[src/design/tblim_pkg.sv]
// Package of the two-level token bucket limiter.
// Holds widths, reset values, register indexes, codes and the controller/datapath structs.
// No dependencies.
package tblim_pkg;

	localparam int NUM_CATEGORIES_DEF = 6;

	localparam int CAT_W   = 3;
	localparam int TIME_W  = 32;
	localparam int TOK_W   = 16;
	localparam int CNT_W   = 32;
	localparam int CFG_W   = 16;
	localparam int CFG_IDX_W = 3;
	localparam int PROD_W  = TIME_W + TOK_W;
	localparam int S_DATA_W = 40;
	localparam int M_DATA_W = 40;

	localparam logic [TOK_W-1:0] GLOBAL_CAP_RST = 16'd1000;
	localparam logic [TOK_W-1:0] CAT_CAP_RST    = 16'd200;
	localparam logic [TOK_W-1:0] TPR_RST        = 16'd100;
	localparam logic [TOK_W-1:0] INTERVAL_RST   = 16'd1000;

	localparam logic [CFG_IDX_W-1:0] REG_ENABLE     = 3'd0;
	localparam logic [CFG_IDX_W-1:0] REG_GLOBAL_CAP = 3'd1;
	localparam logic [CFG_IDX_W-1:0] REG_CAT_CAP    = 3'd2;
	localparam logic [CFG_IDX_W-1:0] REG_TPR        = 3'd3;
	localparam logic [CFG_IDX_W-1:0] REG_INTERVAL   = 3'd4;

	localparam logic [1:0] CAUSE_NONE     = 2'd0;
	localparam logic [1:0] CAUSE_GLOBAL   = 2'd1;
	localparam logic [1:0] CAUSE_CATEGORY = 2'd2;

	typedef enum logic [2:0] {
		ST_IDLE,
		ST_FETCH,
		ST_CHECK,
		ST_DIV,
		ST_MUL,
		ST_UPD,
		ST_DECIDE,
		ST_FINISH
	} state_t;

	typedef struct packed {
		logic load;
		logic fetch;
		logic sel_cat;
		logic div_start;
		logic mul;
		logic upd;
		logic spend;
		logic reject;
		logic finish;
	} cmd_t;

	typedef struct packed {
		logic en;
		logic cat_ok;
		logic due;
		logic div_done;
		logic tok_zero;
	} sts_t;

endpackage

[src/design/tblim_div.sv]
// Restoring divider of the limiter: 32-bit elapsed time by 16-bit interval, one bit a cycle.
// Depends on tblim_pkg.
module tblim_div (
	input  logic                          clk,
	input  logic                          arst_n,
	input  logic                          start,
	input  logic [tblim_pkg::TIME_W-1:0]  dividend,
	input  logic [tblim_pkg::TOK_W-1:0]   divisor,
	output logic                          done,
	output logic [tblim_pkg::TIME_W-1:0]  quot
);
	import tblim_pkg::*;

	localparam int STEP_W = $clog2(TIME_W + 1);

	logic              run_q;
	logic              done_q;
	logic [STEP_W-1:0] step_q;
	logic [TIME_W-1:0] quo_q;
	logic [TOK_W-1:0]  rem_q;
	logic [TOK_W:0]    trial;
	logic              fits;

	assign trial = {rem_q, quo_q[TIME_W-1]};
	assign fits  = trial >= {1'b0, divisor};

	always_ff @(posedge clk or negedge arst_n) begin
		if (!arst_n) begin
			run_q  <= 1'b0;
			done_q <= 1'b0;
			step_q <= '0;
		end else begin
			done_q <= 1'b0;
			if (start) begin
				run_q  <= 1'b1;
				step_q <= STEP_W'(TIME_W);
			end else if (run_q) begin
				step_q <= step_q - 1'b1;
				if (step_q == STEP_W'(1)) begin
					run_q  <= 1'b0;
					done_q <= 1'b1;
				end
			end
		end
	end

	always_ff @(posedge clk) begin
		if (start) begin
			quo_q <= dividend;
			rem_q <= '0;
		end else if (run_q) begin
			quo_q <= {quo_q[TIME_W-2:0], fits};
			rem_q <= fits ? TOK_W'(trial - {1'b0, divisor}) : trial[TOK_W-1:0];
		end
	end

	assign done = done_q;
	assign quot = quo_q;

endmodule

[src/design/tblim_dp.sv]
// Datapath of the limiter: configuration registers, global bucket, category row memory,
// refill arithmetic and the result register. Depends on tblim_pkg and tblim_div.
module tblim_dp #(
	parameter int NUM_CATEGORIES = tblim_pkg::NUM_CATEGORIES_DEF
) (
	input  logic                             clk,
	input  logic                             arst_n,
	input  tblim_pkg::cmd_t                  cmd,
	output tblim_pkg::sts_t                  sts,
	input  logic [tblim_pkg::CAT_W-1:0]      in_category,
	input  logic [tblim_pkg::TIME_W-1:0]     in_now_ms,
	input  logic                             cfg_we,
	input  logic [tblim_pkg::CFG_IDX_W-1:0]  cfg_index,
	input  logic [tblim_pkg::CFG_W-1:0]      cfg_data,
	output logic                             out_allowed,
	output logic [1:0]                       out_reject_cause,
	output logic [tblim_pkg::CNT_W-1:0]      out_throttled_count
);
	import tblim_pkg::*;

	localparam int IDX_W = (NUM_CATEGORIES > 1) ? $clog2(NUM_CATEGORIES) : 1;

	typedef struct packed {
		logic [TOK_W-1:0]  tokens;
		logic [TIME_W-1:0] refill_time;
		logic [CNT_W-1:0]  total;
	} row_t;

	logic                enable_q;
	logic [TOK_W-1:0]    gcap_q;
	logic [TOK_W-1:0]    ccap_q;
	logic [TOK_W-1:0]    tpr_q;
	logic [TOK_W-1:0]    interval_q;

	logic [TOK_W-1:0]    gtok_q;
	logic [TIME_W-1:0]   gtime_q;

	row_t                mem_q [NUM_CATEGORIES];
	logic [NUM_CATEGORIES-1:0] vld_q;
	row_t                rd_q;
	logic                rd_vld_q;

	logic [IDX_W-1:0]    idx_q;
	logic                cat_ok_q;
	logic [TIME_W-1:0]   now_q;
	logic [TOK_W-1:0]    ctok_q;
	logic [TIME_W-1:0]   ctime_q;
	logic [CNT_W-1:0]    ctotal_q;
	logic                allowed_q;
	logic [1:0]          cause_q;
	logic [PROD_W-1:0]   prod_q;

	logic                in_cat_ok;
	logic [IDX_W-1:0]    in_idx;
	logic [TOK_W-1:0]    interval_eff;
	logic [TIME_W-1:0]   last_sel;
	logic [TIME_W-1:0]   elapsed;
	logic [TOK_W-1:0]    tok_sel;
	logic [TOK_W-1:0]    cap_sel;
	logic [PROD_W:0]     level;
	logic [TOK_W-1:0]    tok_new;
	logic                div_done;
	logic [TIME_W-1:0]   quot;

	assign in_cat_ok    = 32'(in_category) < 32'(NUM_CATEGORIES);
	assign in_idx       = IDX_W'(in_category);
	assign interval_eff = (interval_q == '0) ? TOK_W'(1) : interval_q;
	assign last_sel     = cmd.sel_cat ? ctime_q : gtime_q;
	assign elapsed      = now_q - last_sel;
	assign tok_sel      = cmd.sel_cat ? ctok_q : gtok_q;
	assign cap_sel      = cmd.sel_cat ? ccap_q : gcap_q;
	assign level        = (PROD_W + 1)'(tok_sel) + (PROD_W + 1)'(prod_q);
	assign tok_new      = (level > (PROD_W + 1)'(cap_sel)) ? cap_sel : level[TOK_W-1:0];

	tblim_div u_div (
		.clk      (clk),
		.arst_n   (arst_n),
		.start    (cmd.div_start),
		.dividend (elapsed),
		.divisor  (interval_eff),
		.done     (div_done),
		.quot     (quot)
	);

	always_comb begin
		sts.en       = enable_q;
		sts.cat_ok   = cat_ok_q;
		sts.due      = elapsed >= TIME_W'(interval_eff);
		sts.div_done = div_done;
		sts.tok_zero = tok_sel == '0;
	end

	always_ff @(posedge clk or negedge arst_n) begin
		if (!arst_n) begin
			enable_q   <= 1'b1;
			gcap_q     <= GLOBAL_CAP_RST;
			ccap_q     <= CAT_CAP_RST;
			tpr_q      <= TPR_RST;
			interval_q <= INTERVAL_RST;
		end else if (cfg_we) begin
			case (cfg_index)
				REG_ENABLE:     enable_q   <= cfg_data[0];
				REG_GLOBAL_CAP: gcap_q     <= cfg_data;
				REG_CAT_CAP:    ccap_q     <= cfg_data;
				REG_TPR:        tpr_q      <= cfg_data;
				REG_INTERVAL:   interval_q <= cfg_data;
				default: ;
			endcase
		end
	end

	always_ff @(posedge clk or negedge arst_n) begin
		if (!arst_n) begin
			gtok_q  <= GLOBAL_CAP_RST;
			gtime_q <= '0;
			vld_q   <= '0;
		end else begin
			if (!cmd.sel_cat) begin
				if (cmd.upd) begin
					gtok_q  <= tok_new;
					gtime_q <= now_q;
				end else if (cmd.spend) begin
					gtok_q <= gtok_q - 1'b1;
				end
			end
			if (cmd.finish && enable_q && cat_ok_q) begin
				vld_q[idx_q] <= 1'b1;
			end
		end
	end

	always_ff @(posedge clk) begin
		if (cmd.load && in_cat_ok) begin
			rd_q     <= mem_q[in_idx];
			rd_vld_q <= vld_q[in_idx];
		end
		if (cmd.finish && enable_q && cat_ok_q) begin
			mem_q[idx_q] <= '{tokens: ctok_q, refill_time: ctime_q, total: ctotal_q};
		end
	end

	always_ff @(posedge clk) begin
		if (cmd.load) begin
			idx_q     <= in_idx;
			cat_ok_q  <= in_cat_ok;
			now_q     <= in_now_ms;
			allowed_q <= 1'b1;
			cause_q   <= CAUSE_NONE;
		end
		if (cmd.fetch) begin
			ctok_q   <= rd_vld_q ? rd_q.tokens      : CAT_CAP_RST;
			ctime_q  <= rd_vld_q ? rd_q.refill_time : '0;
			ctotal_q <= rd_vld_q ? rd_q.total       : '0;
		end
		if (cmd.mul) begin
			prod_q <= PROD_W'(quot) * PROD_W'(tpr_q);
		end
		if (cmd.sel_cat) begin
			if (cmd.upd) begin
				ctok_q  <= tok_new;
				ctime_q <= now_q;
			end else if (cmd.spend) begin
				ctok_q <= ctok_q - 1'b1;
			end
		end
		if (cmd.reject) begin
			allowed_q <= 1'b0;
			cause_q   <= cmd.sel_cat ? CAUSE_CATEGORY : CAUSE_GLOBAL;
			if (cat_ok_q && (ctotal_q != '1)) begin
				ctotal_q <= ctotal_q + 1'b1;
			end
		end
		if (cmd.finish) begin
			out_allowed         <= allowed_q;
			out_reject_cause    <= cause_q;
			out_throttled_count <= cat_ok_q ? ctotal_q : '0;
		end
	end

endmodule

[src/design/tblim_ctrl.sv]
// Controller of the limiter: sequences fetch, refill, decide and finish over both buckets.
// Depends on tblim_pkg; drives tblim_dp through cmd_t and reads sts_t.
module tblim_ctrl (
	input  logic             clk,
	input  logic             arst_n,
	input  logic             in_valid,
	output logic             in_ready,
	output logic             out_valid,
	input  logic             out_ready,
	output tblim_pkg::cmd_t  cmd,
	input  tblim_pkg::sts_t  sts
);
	import tblim_pkg::*;

	state_t state_q, state_d;
	logic   phase_q, phase_d;
	logic   out_valid_q;
	logic   out_free;

	assign out_free  = !out_valid_q || out_ready;
	assign in_ready  = state_q == ST_IDLE;
	assign out_valid = out_valid_q;

	always_comb begin
		state_d = state_q;
		phase_d = phase_q;
		case (state_q)
			ST_IDLE: begin
				if (in_valid) begin
					state_d = ST_FETCH;
					phase_d = 1'b0;
				end
			end
			ST_FETCH: state_d = ST_CHECK;
			ST_CHECK: begin
				if (!sts.en) state_d = ST_FINISH;
				else if (sts.due) state_d = ST_DIV;
				else state_d = ST_DECIDE;
			end
			ST_DIV: begin
				if (sts.div_done) state_d = ST_MUL;
			end
			ST_MUL: state_d = ST_UPD;
			ST_UPD: state_d = ST_DECIDE;
			ST_DECIDE: begin
				if (!sts.tok_zero && !phase_q && sts.cat_ok) begin
					state_d = ST_CHECK;
					phase_d = 1'b1;
				end else begin
					state_d = ST_FINISH;
				end
			end
			ST_FINISH: begin
				if (out_free) state_d = ST_IDLE;
			end
			default: state_d = ST_IDLE;
		endcase
	end

	always_comb begin
		cmd           = '0;
		cmd.sel_cat   = phase_q;
		cmd.load      = (state_q == ST_IDLE) && in_valid;
		cmd.fetch     = state_q == ST_FETCH;
		cmd.div_start = (state_q == ST_CHECK) && sts.en && sts.due;
		cmd.mul       = state_q == ST_MUL;
		cmd.upd       = state_q == ST_UPD;
		cmd.spend     = (state_q == ST_DECIDE) && !sts.tok_zero;
		cmd.reject    = (state_q == ST_DECIDE) && sts.tok_zero;
		cmd.finish    = (state_q == ST_FINISH) && out_free;
	end

	always_ff @(posedge clk or negedge arst_n) begin
		if (!arst_n) begin
			state_q     <= ST_IDLE;
			phase_q     <= 1'b0;
			out_valid_q <= 1'b0;
		end else begin
			state_q <= state_d;
			phase_q <= phase_d;
			if (cmd.finish) out_valid_q <= 1'b1;
			else if (out_ready) out_valid_q <= 1'b0;
		end
	end

endmodule

[src/design/two_level_token_bucket_limiter.sv]
// Top level of the two-level token bucket limiter: streaming ports and configuration port.
// Depends on tblim_pkg, tblim_ctrl, tblim_dp (with tblim_div).
//
// channel  direction  handshake             payload
// s_*      in         s_tvalid / s_tready   s_tdata: category[2:0], now_ms[34:3]
// m_*      out        m_tvalid / m_tready   m_tdata: allowed[0], reject_cause[2:1], count[34:3]
// cfg_*    in         cfg_valid / cfg_ready cfg_index, cfg_data
//
// A disabled item goes from fetch and check to finish; else each bucket runs check, then, when due, the
// bit-serial divider, multiply and update, then decide (category bucket only after a global pass).
// Reset leaves both levels full, refill times zero and category rows marked unwritten.
// One item is in flight at a time; a held result stalls the next only at its finish.
// Configuration writes are taken every cycle.
module two_level_token_bucket_limiter #(
	parameter int NUM_CATEGORIES = tblim_pkg::NUM_CATEGORIES_DEF
) (
	input  logic                              clk,
	input  logic                              arst_n,
	input  logic                              s_tvalid,
	output logic                              s_tready,
	input  logic [tblim_pkg::S_DATA_W-1:0]    s_tdata,   // category, now_ms, zero fill
	output logic                              m_tvalid,
	input  logic                              m_tready,
	output logic [tblim_pkg::M_DATA_W-1:0]    m_tdata,   // allowed, reject_cause, throttled_count, zero fill
	input  logic                              cfg_valid,
	output logic                              cfg_ready,
	input  logic [tblim_pkg::CFG_IDX_W-1:0]   cfg_index,
	input  logic [tblim_pkg::CFG_W-1:0]       cfg_data
);
	import tblim_pkg::*;

	cmd_t             cmd;
	sts_t             sts;
	logic             out_allowed;
	logic [1:0]       out_reject_cause;
	logic [CNT_W-1:0] out_throttled_count;

	assign cfg_ready = 1'b1;

	tblim_ctrl u_ctrl (
		.clk       (clk),
		.arst_n    (arst_n),
		.in_valid  (s_tvalid),
		.in_ready  (s_tready),
		.out_valid (m_tvalid),
		.out_ready (m_tready),
		.cmd       (cmd),
		.sts       (sts)
	);

	tblim_dp #(
		.NUM_CATEGORIES (NUM_CATEGORIES)
	) u_dp (
		.clk                 (clk),
		.arst_n              (arst_n),
		.cmd                 (cmd),
		.sts                 (sts),
		.in_category         (s_tdata[CAT_W-1:0]),
		.in_now_ms           (s_tdata[CAT_W+TIME_W-1:CAT_W]),
		.cfg_we              (cfg_valid && cfg_ready),
		.cfg_index           (cfg_index),
		.cfg_data            (cfg_data),
		.out_allowed         (out_allowed),
		.out_reject_cause    (out_reject_cause),
		.out_throttled_count (out_throttled_count)
	);

	assign m_tdata = {(M_DATA_W - 3 - CNT_W)'(0), out_throttled_count, out_reject_cause,
		out_allowed};

`ifndef SYNTHESIS
	a_one_in_flight: assert property (@(posedge clk) disable iff (!arst_n)
		s_tvalid && s_tready |=> !s_tready)
		else $error("item accepted while another is in flight");

	a_allowed_matches_cause: assert property (@(posedge clk) disable iff (!arst_n)
		m_tvalid |-> (m_tdata[0] == (m_tdata[2:1] == CAUSE_NONE)))
		else $error("allowed flag disagrees with reject cause");

	a_cause_legal: assert property (@(posedge clk) disable iff (!arst_n)
		m_tvalid |-> (m_tdata[2:1] == CAUSE_NONE || m_tdata[2:1] == CAUSE_GLOBAL ||
			m_tdata[2:1] == CAUSE_CATEGORY))
		else $error("illegal reject cause");

	a_spend_xor_reject: assert property (@(posedge clk) disable iff (!arst_n)
		!(cmd.spend && cmd.reject))
		else $error("bucket spent and rejected at once");
`endif

endmodule

[config.mk]
export PLATFORM = sky130hd
export DESIGN_NAME = two_level_token_bucket_limiter
export DESIGN_NICKNAME = d
export VERILOG_FILES = /design/src/design/tblim_pkg.sv /design/src/design/tblim_div.sv /design/src/design/tblim_dp.sv /design/src/design/tblim_ctrl.sv /design/src/design/two_level_token_bucket_limiter.sv
export SDC_FILE = /design/constraint.sdc
export NUM_CORES = 2
export LEC_CHECK = 0
export BUFFER_PORTS_ARGS = -buffer_cell sky130_fd_sc_hd__buf_2
export CORE_AREA = 2 2 385 387
export DETAILED_ROUTE_END_ITERATION = 16
export DIE_AREA = 0 0 387 389
export GPL_ROUTABILITY_DRIVEN = 0
export PLACE_DENSITY = 0.54
export SYNTH_ARGS = -nofsm -noshare
export SYNTH_HDL_FRONTEND = slang
export SYNTH_SLANG_ARGS = --single-unit
[constraint.sdc]
create_clock -name clk -period 35.4 [get_ports clk]
set_input_delay 7.08 -clock clk [delete_from_list [all_inputs] [get_ports clk]]
set_output_delay 7.08 -clock clk [all_outputs]
set_load 0.03 [all_outputs]
==> results_dict.tcl <==
set metrics [dict create \
    io_pins 107 \
    cts_max_level 3 \
    r2r_slack_ns 27.18 \
    clock_path_buffers 3 \
    layout-drive-gt1-share 0.1119 \
    tritoncts "built" \
    post_cts_resized 0 \
    avgRoutedWirePerCell_um 21.81 \
    first_global_vias 38980 \
    synthesis.area_um2 58150 \
    worst_path_most_repeated_cell "buf_4" \
    synth_top_area_cell "edfxtp_1" \
    worst-path-max-fanout 37 \
    fin_cells 7089 \
    fmax_ghz 0.1036 \
    placed_cells_incl_taps 6892 \
    grt-ovfl-total 0 \
    rr_worst_depth 24 \
    syn2layout_area_growth_pct 10.68 \
    hold_viol 0 \
    vias 38460 \
    whs_ns 0.4183 \
    hold_end "u_dp.out_reject_cause[1]" \
    final_max_slew_viol_count 0 \
    post_cts_buffers 0 \
    cts_buffers 103 \
    die_height_um 389 \
    report.final.setup_viol 0 \
    rsz0062_at_grt "no" \
    die-area_um2 150500 \
    fin_nets 5772 \
    cts_hold_buf 0 \
    drt_wl_total_mm 154.6 \
    worstSetupEndpointType "flip-flop" \
    cp_slowest_stage_delay_ns 0.86 \
    worst_pin_slew_ns 1.172 \
    drc 0 \
    cp.arrival_ns 9.99 \
    min_period_over_period 0.2727 \
    synth-async-reset-ratio 0.1400 \
    clock-root-buffer "clkbuf_16" \
    grt_pass1_wl_mm 239.1 \
    fin_skew_ns 0.05761 \
    timing.rr.start "u_dp.tpr_q[2]" \
    synth_edf_count 714 \
    cts_num_sinks 943 \
    yosysWarningCount 0 \
    outcome "finished clean" \
    cp_slowest_cell "nor2_4" \
    synth_ff_type "edfxtp_1" \
    final_cell_area_um2 64360 \
    tns_ns 0 \
    drtIter0Drc 2624 \
    period_needed_ns 9.654 \
    die_w_um 387 \
    worstPathCellList "buf_2 -> nor2b_1 -> nor2_4 -> nand3_1 -> nor4b_2 -> buf_4 -> buf_4" \
    crit_family "simple AND/OR/NAND/NOR gates" \
    port_buffers 95 \
    relSlewSlack 0.2135 \
    grt_usage 0.2064 \
    cp.depth 7 \
    synth_top_area_frac 0.3687 \
    hold_depth 0 \
    placed_cell_area_um2 60720 \
    min_path_type "flip-flop to flip-flop" \
    holdCritStartpoint "u_dp.cause_q[1]" \
    rows 141 \
    start_kind "primary input" \
    crit_type "primary input to flip-flop" \
    seq_area_frac_synth 0.4594 \
    synthTopCellsByArea "edfxtp_1, fa_1, ha_1, dfrtp_1, nand2_1" \
    viasPerCell 5.425 \
    grt_antenna_before_repair 11 \
    final_antenna_net_count 0 \
    cp.required_ns 35.73 \
    grt_max_degree 98 \
    syn_area_per_cell_um2 11.53 \
    clkTransAtPathRegs_ns 0.06 \
    yosysUniqueCellTypes 92 \
    worstReg2RegEnd "u_dp.prod_q[43]" \
    syn_inst 5044 \
    drt-pass1-iter-count 6 \
    start_util 0.3967 \
    synth_seq_cells 943 \
    coreArea_um2 146600 \
    clk_latency_ns 0.71 \
    crit_buf_inv 3 \
    cap_violations 0 \
    dp_hpwl_mm 105.5 \
]
-- how the worst max path moves through the flow --
stage / start / to
5_1_grt: m_tready / u_dp.mem_q[4][58]
3_5_place_dp: m_tready / u_dp.mem_q[4][58]
2_1_floorplan: m_tready / u_dp.vld_q[4]
3_3_place_gp: m_tready / u_dp.mem_q[4][55]
4_1_cts: m_tready / u_dp.mem_q[4][58]
6_report: m_tready / u_dp.mem_q[4][58]
-- metrics by stage --
| stage | util | setup slack [ns] |
|---|---|---|
| after global routing | 0.4390 | 25.55 |
| after floorplan | - | 17.18 |
| after detailed placement | 0.4142 | 25.01 |
| after CTS | 0.4390 | 25.76 |
| final | 0.4390 | 25.75 |
| after global placement | 0.4142 | 25.02 |
-- synth_stat cells (all sizes together) (18+ instances only) --
cell type	instances
dfrtp	107
xnor2	69
clkbuf	206
and2	270
a21oi	257
inv	517
and3	27
nor3	69
dfstp	25
mux4	81
a21o	64
nand4	47
ha	220
buf	44
o21bai	20
nand2	589
fa	421
or2	18
nor2b	28
o21ai	140
nand3	90
nor2	262
a31oi	51
o21a	20
xor2	45
edfxtp	714
mux2i	150
dfxtp	97
nor4	31
mux2	95
a211oi	52
-- flip-flops by register name (all words and copies together) (netlist names), 2 cells and up --
name                      count
u_dp.ctok_q                  16
u_dp.out_throttled_count     32
u_dp.now_q                   32
u_dp.vld_q                    6
u_dp.prod_q                  48
u_dp.gtok_q                  16
u_dp.u_div.step_q             6
u_dp.gcap_q                  16
u_dp.ctotal_q                32
u_dp.mem_q                  480
u_dp.idx_q                    3
u_dp.ccap_q                  16
u_dp.gtime_q                 32
u_ctrl.state_q                3
u_dp.rd_q                    80
u_dp.tpr_q                   16
u_dp.ctime_q                 32
u_dp.out_reject_cause         2
u_dp.interval_q              16
u_dp.cause_q                  2
u_dp.u_div.quot              32
u_dp.u_div.rem_q             16
-- layout make-up --
| class | count | area, um2 |
|---|---|---|
| antenna | 3 | 7.507 |
| clock buffer | 143 | 2929 |
| clock inverter | 51 | 703.2 |
| fill | 13650 | 82240 |
| inverter | 518 | 1944 |
| multi-input combinational | 3337 | 28610 |
| sequential | 943 | 26720 |
| tap | 1930 | 2415 |
| timing repair buffer | 164 | 1031 |
-- cells in the final DEF (no fill, tap or decap), types with 64 or more instances in the layout --
cell and n:
o21ai_0 135, ha_1 220, mux2_2 80, dfrtp_1 106, nand2_1 588, buf_2 91
inv_1 516, a21oi_1 256, fa_1 421, buf_4 69, dfxtp_1 97, nor3_1 67
mux4_2 81, a21o_1 64, nor2_1 257, nand3_1 90, edfxtp_1 714, clkbuf_16 104
and2_1 270, xnor2_1 69, mux2i_1 150
-- cell families (layout without fill, tap and decap cells) --
group,after synthesis,after routing,share of synthesized area
and+or+nand+nor,1506,1506,0.1239
DFF,943,943,0.4594
buffers and inverters,768,876,0.05048
AOI/OAI and AO/OA,744,744,0.08036
adders and majority gates,641,641,0.1923
muxes,326,326,0.07623
xor gates and xnor gates,114,114,0.01717
other,2,9,0.0001291
-- metal layers --
metal / vias to the layer above / GRT usage / share of wire
li1: 17530 / - / -
met1: 19570 / 0.2853 / 0.45
met2: 1106 / 0.3368 / 0.47
met3: 241 / 0.02910 / 0.053
met4: 6 / 0.06467 / 0.032
met5: - / 0 / 0.00025
Power is not shown: default switching activity piles up to over one toggle a cycle in this logic, so the estimate is an artifact.
